--- config.mk ---
export PLATFORM = sky130hd
export DESIGN_NAME = erps_trig
export DESIGN_NICKNAME = d
export VERILOG_FILES = /design/src/rtl/core/erps_pkg.sv /design/src/rtl/core/erps_trig.sv
export SDC_FILE = /design/constraint.sdc
export NUM_CORES = 1
export LEC_CHECK = 0
export ABC_AREA = 1
export BUFFER_PORTS_ARGS = -buffer_cell sky130_fd_sc_hd__buf_2
export CAP_MARGIN = 20
export CORE_MARGIN = 1
export CORE_UTILIZATION = 25
export CTS_CLUSTER_DIAMETER = 100
export DETAILED_ROUTE_END_ITERATION = 10
export HOLD_SLACK_MARGIN = 0.05
export PLACE_DENSITY_LB_ADDON = 0.08
export SLEW_MARGIN = 20
export SYNTH_ARGS = -nofsm -noshare
export SYNTH_HDL_FRONTEND = slang
export SYNTH_SLANG_ARGS = --single-unit
--- constraint.sdc ---
create_clock -name clk_i -period 7.35 [get_ports clk_i]
set_input_delay 0.735 -clock clk_i [delete_from_list [all_inputs] [get_ports clk_i]]
set_output_delay 0.735 -clock clk_i [all_outputs]
set_load 0.05 [all_outputs]
--- src/rtl/core/erps_pkg.sv ---
// Shared constants, types and helpers for the segment rotate/project block.
package erps_pkg;

  localparam int COORD_BITS   = 8;
  localparam int TRIG_BITS    = 16;
  localparam int FRAC         = TRIG_BITS - 1;
  localparam int CFG_BITS     = 16;
  localparam int CFG_IDX_BITS = 3;
  localparam int ZOOM_FRAC    = 12;
  localparam int OFF_FRAC     = 8;
  localparam int PIX_BITS     = 8;

  // CORDIC: angles in millionths of a degree, vector in Q.30
  localparam int CORDIC_W     = 32;
  localparam int CORDIC_FRAC  = 30;
  localparam int CORDIC_STEPS = 20;
  localparam int STEP_BITS    = 5;
  localparam int CORDIC_GAIN  = 652032875;
  localparam int ANGLE_SCALE  = 10000;
  localparam int DEG90        = 90000000;
  localparam int DEG180       = 180000000;
  localparam int DEG360       = 360000000;
  localparam int TRIG_LIM     = (2 ** FRAC) - 1;

  // lane datapath widths
  localparam int LW       = TRIG_BITS + COORD_BITS + 3;
  localparam int MW       = LW + TRIG_BITS;
  localparam int LW2      = LW + 1;
  localparam int PROD_W   = LW2 + CFG_BITS + 1;
  localparam int SUM_W    = PROD_W + 2;
  localparam int SCR_SHIFT = FRAC + ZOOM_FRAC;
  localparam int SCR_BASE = 31;
  localparam int LANE_STAGES = 6;

  typedef enum logic [CFG_IDX_BITS-1:0] {
    REG_ANGLE_X  = 3'd0,
    REG_ANGLE_Y  = 3'd1,
    REG_ANGLE_Z  = 3'd2,
    REG_VOFFSET  = 3'd3,
    REG_HOFFSET  = 3'd4,
    REG_ZOOM     = 3'd5
  } cfg_reg_e;

  typedef enum logic [1:0] {
    TRIG_LOAD,
    TRIG_ITER,
    TRIG_IDLE
  } trig_state_e;

  typedef struct packed {
    logic signed [TRIG_BITS-1:0] sx;
    logic signed [TRIG_BITS-1:0] cx;
    logic signed [TRIG_BITS-1:0] sy;
    logic signed [TRIG_BITS-1:0] cy;
    logic signed [TRIG_BITS-1:0] sz;
    logic signed [TRIG_BITS-1:0] cz;
  } trig_t;

  typedef struct packed {
    logic [PIX_BITS-1:0] pos;
    logic                clip;
  } screen_t;

  function automatic logic signed [CORDIC_W-1:0] atan_udeg(input logic [STEP_BITS-1:0] s);
    logic signed [CORDIC_W-1:0] a;
    unique case (s)
      5'd0:  a = 32'sd45000000;
      5'd1:  a = 32'sd26565051;
      5'd2:  a = 32'sd14036243;
      5'd3:  a = 32'sd7125016;
      5'd4:  a = 32'sd3576334;
      5'd5:  a = 32'sd1789911;
      5'd6:  a = 32'sd895174;
      5'd7:  a = 32'sd447614;
      5'd8:  a = 32'sd223811;
      5'd9:  a = 32'sd111906;
      5'd10: a = 32'sd55953;
      5'd11: a = 32'sd27976;
      5'd12: a = 32'sd13988;
      5'd13: a = 32'sd6994;
      5'd14: a = 32'sd3497;
      5'd15: a = 32'sd1749;
      5'd16: a = 32'sd874;
      5'd17: a = 32'sd437;
      5'd18: a = 32'sd219;
      5'd19: a = 32'sd109;
      default: a = '0;
    endcase
    return a;
  endfunction

  // truncate toward zero by 2^SCR_SHIFT, then clamp to the pixel range
  function automatic screen_t to_screen(input logic signed [SUM_W-1:0] v);
    logic signed [SUM_W-1:0] q;
    screen_t r;
    q = v >>> SCR_SHIFT;
    if (v < 0) begin
      // floor of -1 with a nonzero remainder truncates to zero: no clamp
      r.pos  = '0;
      r.clip = ~&q | ~|v[SCR_SHIFT-1:0];
    end else if (q[SUM_W-1:PIX_BITS] != '0) begin
      r.pos  = '1;
      r.clip = 1'b1;
    end else begin
      r.pos  = q[PIX_BITS-1:0];
      r.clip = 1'b0;
    end
    return r;
  endfunction

endpackage

--- src/rtl/core/erps_trig.sv ---
// Shared CORDIC sequencer: sine/cosine of the three angles, one step per cycle.
module erps_trig (
  input  logic                           clk_i,
  input  logic                           rst_ni,
  input  logic                           restart_i,
  input  logic [erps_pkg::CFG_BITS-1:0]  angle_x_i,
  input  logic [erps_pkg::CFG_BITS-1:0]  angle_y_i,
  input  logic [erps_pkg::CFG_BITS-1:0]  angle_z_i,
  output erps_pkg::trig_t                trig_o,
  output logic                           busy_o
);
  import erps_pkg::*;

  localparam int RS = CORDIC_FRAC - FRAC;

  trig_state_e state_q, state_d;
  logic [1:0] idx_q, idx_d;
  logic [STEP_BITS-1:0] step_q, step_d;
  logic signed [CORDIC_W-1:0] ax_q, ax_d, ay_q, ay_d, th_q, th_d;
  logic neg_q, neg_d;
  logic signed [TRIG_BITS-1:0] sin_q [3];
  logic signed [TRIG_BITS-1:0] cos_q [3];
  logic wr;
  logic signed [TRIG_BITS-1:0] wsin, wcos;

  logic [CFG_BITS-1:0] ang;
  logic signed [CORDIC_W-1:0] th_raw, th_w, nx, ny, fx, fy, rx, ry, at;

  always_comb begin
    state_d = state_q;
    idx_d   = idx_q;
    step_d  = step_q;
    ax_d    = ax_q;
    ay_d    = ay_q;
    th_d    = th_q;
    neg_d   = neg_q;
    wr      = 1'b0;
    wsin    = '0;
    wcos    = '0;

    unique case (idx_q)
      2'd0:    ang = angle_x_i;
      2'd1:    ang = angle_y_i;
      default: ang = angle_z_i;
    endcase
    th_raw = CORDIC_W'($signed(ang)) * $signed(CORDIC_W'(ANGLE_SCALE));
    th_w   = th_raw;
    if (th_raw >= DEG180) begin
      th_w = th_raw - DEG360;
    end else if (th_raw < -DEG180) begin
      th_w = th_raw + DEG360;
    end

    at = atan_udeg(step_q);
    if (th_q >= 0) begin
      nx = ax_q - (ay_q >>> step_q);
      ny = ay_q + (ax_q >>> step_q);
    end else begin
      nx = ax_q + (ay_q >>> step_q);
      ny = ay_q - (ax_q >>> step_q);
    end
    fx = neg_q ? -nx : nx;
    fy = neg_q ? -ny : ny;
    rx = (fx + (CORDIC_W'(1) <<< (RS - 1))) >>> RS;
    ry = (fy + (CORDIC_W'(1) <<< (RS - 1))) >>> RS;

    unique case (state_q)
      TRIG_LOAD: begin
        neg_d = 1'b0;
        th_d  = th_w;
        if (th_w > DEG90) begin
          th_d  = th_w - DEG180;
          neg_d = 1'b1;
        end else if (th_w < -DEG90) begin
          th_d  = th_w + DEG180;
          neg_d = 1'b1;
        end
        ax_d    = CORDIC_W'(CORDIC_GAIN);
        ay_d    = '0;
        step_d  = '0;
        state_d = TRIG_ITER;
      end
      TRIG_ITER: begin
        ax_d   = nx;
        ay_d   = ny;
        th_d   = (th_q >= 0) ? th_q - at : th_q + at;
        step_d = step_q + 1'b1;
        if (step_q == STEP_BITS'(CORDIC_STEPS - 1)) begin
          wr = 1'b1;
          if (rx > TRIG_LIM)       wcos = TRIG_BITS'(TRIG_LIM);
          else if (rx < -TRIG_LIM) wcos = TRIG_BITS'(-TRIG_LIM);
          else                     wcos = rx[TRIG_BITS-1:0];
          if (ry > TRIG_LIM)       wsin = TRIG_BITS'(TRIG_LIM);
          else if (ry < -TRIG_LIM) wsin = TRIG_BITS'(-TRIG_LIM);
          else                     wsin = ry[TRIG_BITS-1:0];
          if (idx_q == 2'd2) begin
            state_d = TRIG_IDLE;
          end else begin
            idx_d   = idx_q + 1'b1;
            state_d = TRIG_LOAD;
          end
        end
      end
      default: begin
      end
    endcase

    if (restart_i) begin
      state_d = TRIG_LOAD;
      idx_d   = '0;
    end
  end

  always_ff @(posedge clk_i or negedge rst_ni) begin
    if (!rst_ni) begin
      state_q <= TRIG_LOAD;
      idx_q   <= '0;
      step_q  <= '0;
      neg_q   <= 1'b0;
    end else begin
      state_q <= state_d;
      idx_q   <= idx_d;
      step_q  <= step_d;
      neg_q   <= neg_d;
    end
  end

  always_ff @(posedge clk_i) begin
    ax_q <= ax_d;
    ay_q <= ay_d;
    th_q <= th_d;
    if (wr) begin
      sin_q[idx_q] <= wsin;
      cos_q[idx_q] <= wcos;
    end
  end

  assign trig_o.sx = sin_q[0];
  assign trig_o.cx = cos_q[0];
  assign trig_o.sy = sin_q[1];
  assign trig_o.cy = cos_q[1];
  assign trig_o.sz = sin_q[2];
  assign trig_o.cz = cos_q[2];
  assign busy_o    = (state_q != TRIG_IDLE);

endmodule

==> tab_implementation.tex <==
\begin{tabular}{lr}
\hline
Metric & Value \\
\hline
\multicolumn{2}{l}{\textbf{Run status}} \\
Outcome & finished, violations left \\
Violations in the final reports & design-rule violations \\
\multicolumn{2}{l}{\textbf{Die}} \\
Starting Density & 0.252 \\
Die footprint & 118,000 µm² \\
Standard-cell row count & 125 \\
Die boundary height & 344 µm \\
Boundary pin count & 148 \\
Die Width & 344 µm \\
Core Box Area & 116,000 µm² \\
\multicolumn{2}{l}{\textbf{Timing}} \\
Number of hold violations in the final report & 0 \\
Unrepaired setup endpoints after global routing & yes \\
Clock skew after layout & 0.0166 ns \\
Final worst path period share & 0.978 \\
Post-route worst setup slack & about 0.16 ns \\
Clock period minus final worst setup slack & 7.19 ns \\
Timing-limited maximum frequency & 0.139 GHz \\
Number of pins with negative max-slew slack in the final report & 0 \\
Rel. slew slack & 0.313 \\
Actual transition at the worst max-transition pin & between 1 and 1.5 ns \\
Endpoints failing setup & 0 \\
\multicolumn{2}{l}{\textbf{Detailed routing}} \\
Wirelength, routed & 127,000 µm \\
Starting DRC count in detailed routing & 2,214 \\
Via count normalized by instance count & 4.62 \\
Post-DR wirelength/cell & 16.9 µm \\
Count of unresolved DRC violations after routing & 4 \\
Pre-antenna DRT Iters & 9 \\
Number of routed nets with antenna violations & 0 \\
Total vias in the final route & 34,860 \\
\multicolumn{2}{l}{\textbf{Synthesis}} \\
Async SR Flop Fraction & 0.0495 \\
Post-synthesis sequential area ratio & 0.206 \\
Top post-synthesis cells by area & sky130\_fd\_sc\_hd\_\_nand2\_1, sky130\_fd\_sc\_hd\_\_edfxtp\_1, sky130\_fd\_sc\_hd\_\_ha\_1 \\
Cell area after synthesis & 29,200 µm² \\
Yosys synthesis warning count & 0 \\
Share of Yosys cell area claimed by the top area cell type & 0.210 \\
Yosys top cell by area & sky130\_fd\_sc\_hd\_\_nand2\_1 \\
Syn\_nets & between 5,000 and 6,000 \\
Most used flip-flop cell after synthesis & sky130\_fd\_sc\_hd\_\_edfxtp\_1 \\
Synthesized area per cell & 6.02 µm² \\
Commonest cells in the netlist & sky130\_fd\_sc\_hd\_\_nand2\_1, sky130\_fd\_sc\_hd\_\_inv\_1, sky130\_fd\_sc\_hd\_\_nor2\_1 \\
Synthesized instance count & 4,859 \\
FF+latch count, synth & 202 \\
Number of synthesized flops with an enable pin & 192 \\
Top-count cell post-synth & sky130\_fd\_sc\_hd\_\_nand2\_1 \\
Number of distinct library cells after synthesis & 58 \\
\multicolumn{2}{l}{\textbf{Global route}} \\
GRT Resource Usage Total & 0.207 \\
Met2 usage in global routing & 0.320 \\
Pin count of the biggest net entering global routing & 65 \\
Via count of the first global-routing pass & 33,445 \\
Number of antenna violations at the first check in global routing & 1 \\
Global-route wire length before repair & 193,000 µm \\
GR Util met3 & 0.0142 \\
Global route hottest layer & met2 \\
GRT Residual Overflow & 0 \\
Routing usage on met1 & 0.313 \\
\multicolumn{2}{l}{\textbf{Setup path}} \\
Slowest stage cell on the critical path & sky130\_fd\_sc\_hd\_\_fa\_1 \\
CP Capture Type & register \\
Kind of launch point of the worst setup path & register \\
Minimum setup slack among reg-to-reg paths & $\sim$0.16 ns \\
Capturing instance or port of the critical path & th\_q[30]\$\_DFFE\_PP\_ \\
Kind of critical path & reg -> reg \\
Terminus of the critical flop-to-flop path & th\_q[30]\$\_DFFE\_PP\_ \\
Arrival @ worst endpoint & 7.56 ns \\
Beginning of the critical path & idx\_q[1]\$\_DFFE\_PN0P\_ \\
Worst R2R Path Depth & 45 \\
Largest stage delay on the critical path & 0.55 ns \\
Crit path required time & 7.72 ns \\
Maximum fanout along the worst path & 11 \\
Startpoint of the most critical register-to-register path & idx\_q[1]\$\_DFFE\_PN0P\_ \\
Most frequent cell on the critical path & sky130\_fd\_sc\_hd\_\_buf\_4 \\
\multicolumn{2}{l}{\textbf{Placed design}} \\
Area after detailed placement & 39,000 µm² \\
IO Port Bufs & 147 \\
DP Wirelength & 105,000 µm \\
Routability Congestion & 0.927 \\
Cell count after placement & around 7,400 \\
Pre-CTS WS & -0.687 ns \\
\multicolumn{2}{l}{\textbf{Layout}} \\
Proportion of layout cells with a drive suffix above 1 & 0.332 \\
Net total in the final layout & 6,296 \\
Post-route non-filler standard cell count & $\sim$7,500 \\
Area grow syn2layout & 49.4\% \\
Util after Layout & 0.377 \\
Post-route design area & around 44,000 µm² \\
Fill cell instance count of the final layout & 12,768 \\
\multicolumn{2}{l}{\textbf{Clock network}} \\
Clock tree from TritonCTS & done \\
Maximum count of clock buffers along a single path & 3 \\
Worst-path clk slew & 0.06 ns \\
Inserted Clock Buffers & 29 \\
Num Clock Sinks & 202 \\
Count of H-tree levels built during CTS & 1 \\
Clock Latency Late Sink & 0.62 ns \\
Cell at the root of the clock tree & sky130\_fd\_sc\_hd\_\_clkbuf\_16 \\
\multicolumn{2}{l}{\textbf{Flow run}} \\
Count of maximum capacitance violations & 0 \\
\multicolumn{2}{l}{\textbf{Min path}} \\
Hold Crit Class & in -> reg \\
\hline
\end{tabular}
==> sequential cells by signal, indices dropped and copies added, names as in the netlist <==
signal / cells
step_q: 5
ay_q: 32
th_q: 32
cos_q: 48
sin_q: 48
neg_q: 1
state_q: 2
ax_q: 32
idx_q: 2
==> through the flow <==
step | setup TNS (ns) | hold WS [ns]
after floorplan | 0 | 0.439
after CTS | 0 | 0.505
after detailed placement | -34.98 | 0.621
after global placement | -35.55 | 0.578
final | 0 | 0.548
after global routing | -17.09 | 0.542
==> routing by layer <==
layer  share of wire  vias up
li1                -    18094
met1            0.52    16061
met2            0.43      590
met3           0.034      115
met4           0.022        0
met5               0        -
==> layout make-up <==
cell class | count | area, µm² | area share
Antenna cell | 1 | 2.50 | 0.0000573
Clock buffer | 39 | 783 | 0.0179
Clock inverter | 14 | 104 | 0.00238
Inverter | 645 | 2460 | 0.0564
Multi-Input combinational cell | 3889 | 23100 | 0.529
Sequential cell | 202 | 6020 | 0.138
Tap cell | 1524 | 1910 | 0.0436
Timing Repair Buffer | 1232 | 9300 | 0.213
==> cells in the final DEF, fill, tap and decap left out, drive strengths merged, types with 10 or more instances in the layout <==
| cell | Yosys | final |
|---|---|---|
| o21ai | 266 | 266 |
| nand3 | 433 | 433 |
| clkbuf | 53 | 43 |
| xor2 | 84 | 84 |
| a31oi | 13 | 13 |
| fa | 47 | 47 |
| nand3b | 19 | 19 |
| edfxtp | 192 | 192 |
| dfrtp | 10 | 10 |
| nor2 | 558 | 558 |
| inv | 641 | 642 |
| nand4 | 123 | 123 |
| clkinv | 4 | 13 |
| buf | 73 | 1227 |
| xnor2 | 50 | 50 |
| or2 | 29 | 29 |
| nor3 | 59 | 59 |
| o211ai | 17 | 17 |
| nand2 | 1674 | 1677 |
| o21bai | 13 | 13 |
| ha | 199 | 199 |
| a21oi | 229 | 229 |
| mux2i | 11 | 11 |
==> worst max-delay path, delay by kind of cell, from the launching register on <==
family | cells | cell delay (ns)
AO/OA/AOI/OAI | 2 | 0.16
adder cells (fa/ha/maj) | 7 | 2.54
buffers and inverters | 14 | 1.73
flip-flops | 1 | 0.37
AND/OR/NAND/NOR | 22 | 2.12
==> how the worst min path moves through the flow <==
stage	from	end	cells past startpoint
2_1_floorplan	rst_ni	idx_q[0]$_DFFE_PN0P_	0
3_3_place_gp	idx_q[1]$_DFFE_PN0P_	idx_q[1]$_DFFE_PN0P_	2
3_5_place_dp	idx_q[1]$_DFFE_PN0P_	idx_q[1]$_DFFE_PN0P_	2
4_1_cts	restart_i	state_q[1]$_DFFE_PN0P_	4
5_1_grt	restart_i	state_q[1]$_DFFE_PN0P_	4
6_report	restart_i	state_q[1]$_DFFE_PN0P_	4
==> repair_timing <==
item                                    in CTS  in global routing
endpoints found under the setup margin     118                121
pin swaps                                   21                254
cloned                                       0                  7
setup buffers                                6                 83
gates resized for setup                    130                695
hold buffers                                 1                  0
hold endpoints to repair                    10                  0
==> kinds of logic after synthesis <==
family / after synthesis / share of synthesized area
flops: 202 / 0.206
xor+xnor: 134 / 0.0404
mux: 11 / 0.00377
buf+inv: 771 / 0.103
simple gates: 2907 / 0.419
fa+ha+maj: 246 / 0.117
compound gates: 588 / 0.111
Power is left out: the tool's default activity adds up to more than one toggle a clock period on the data nets, which glitch-free logic cannot reach.
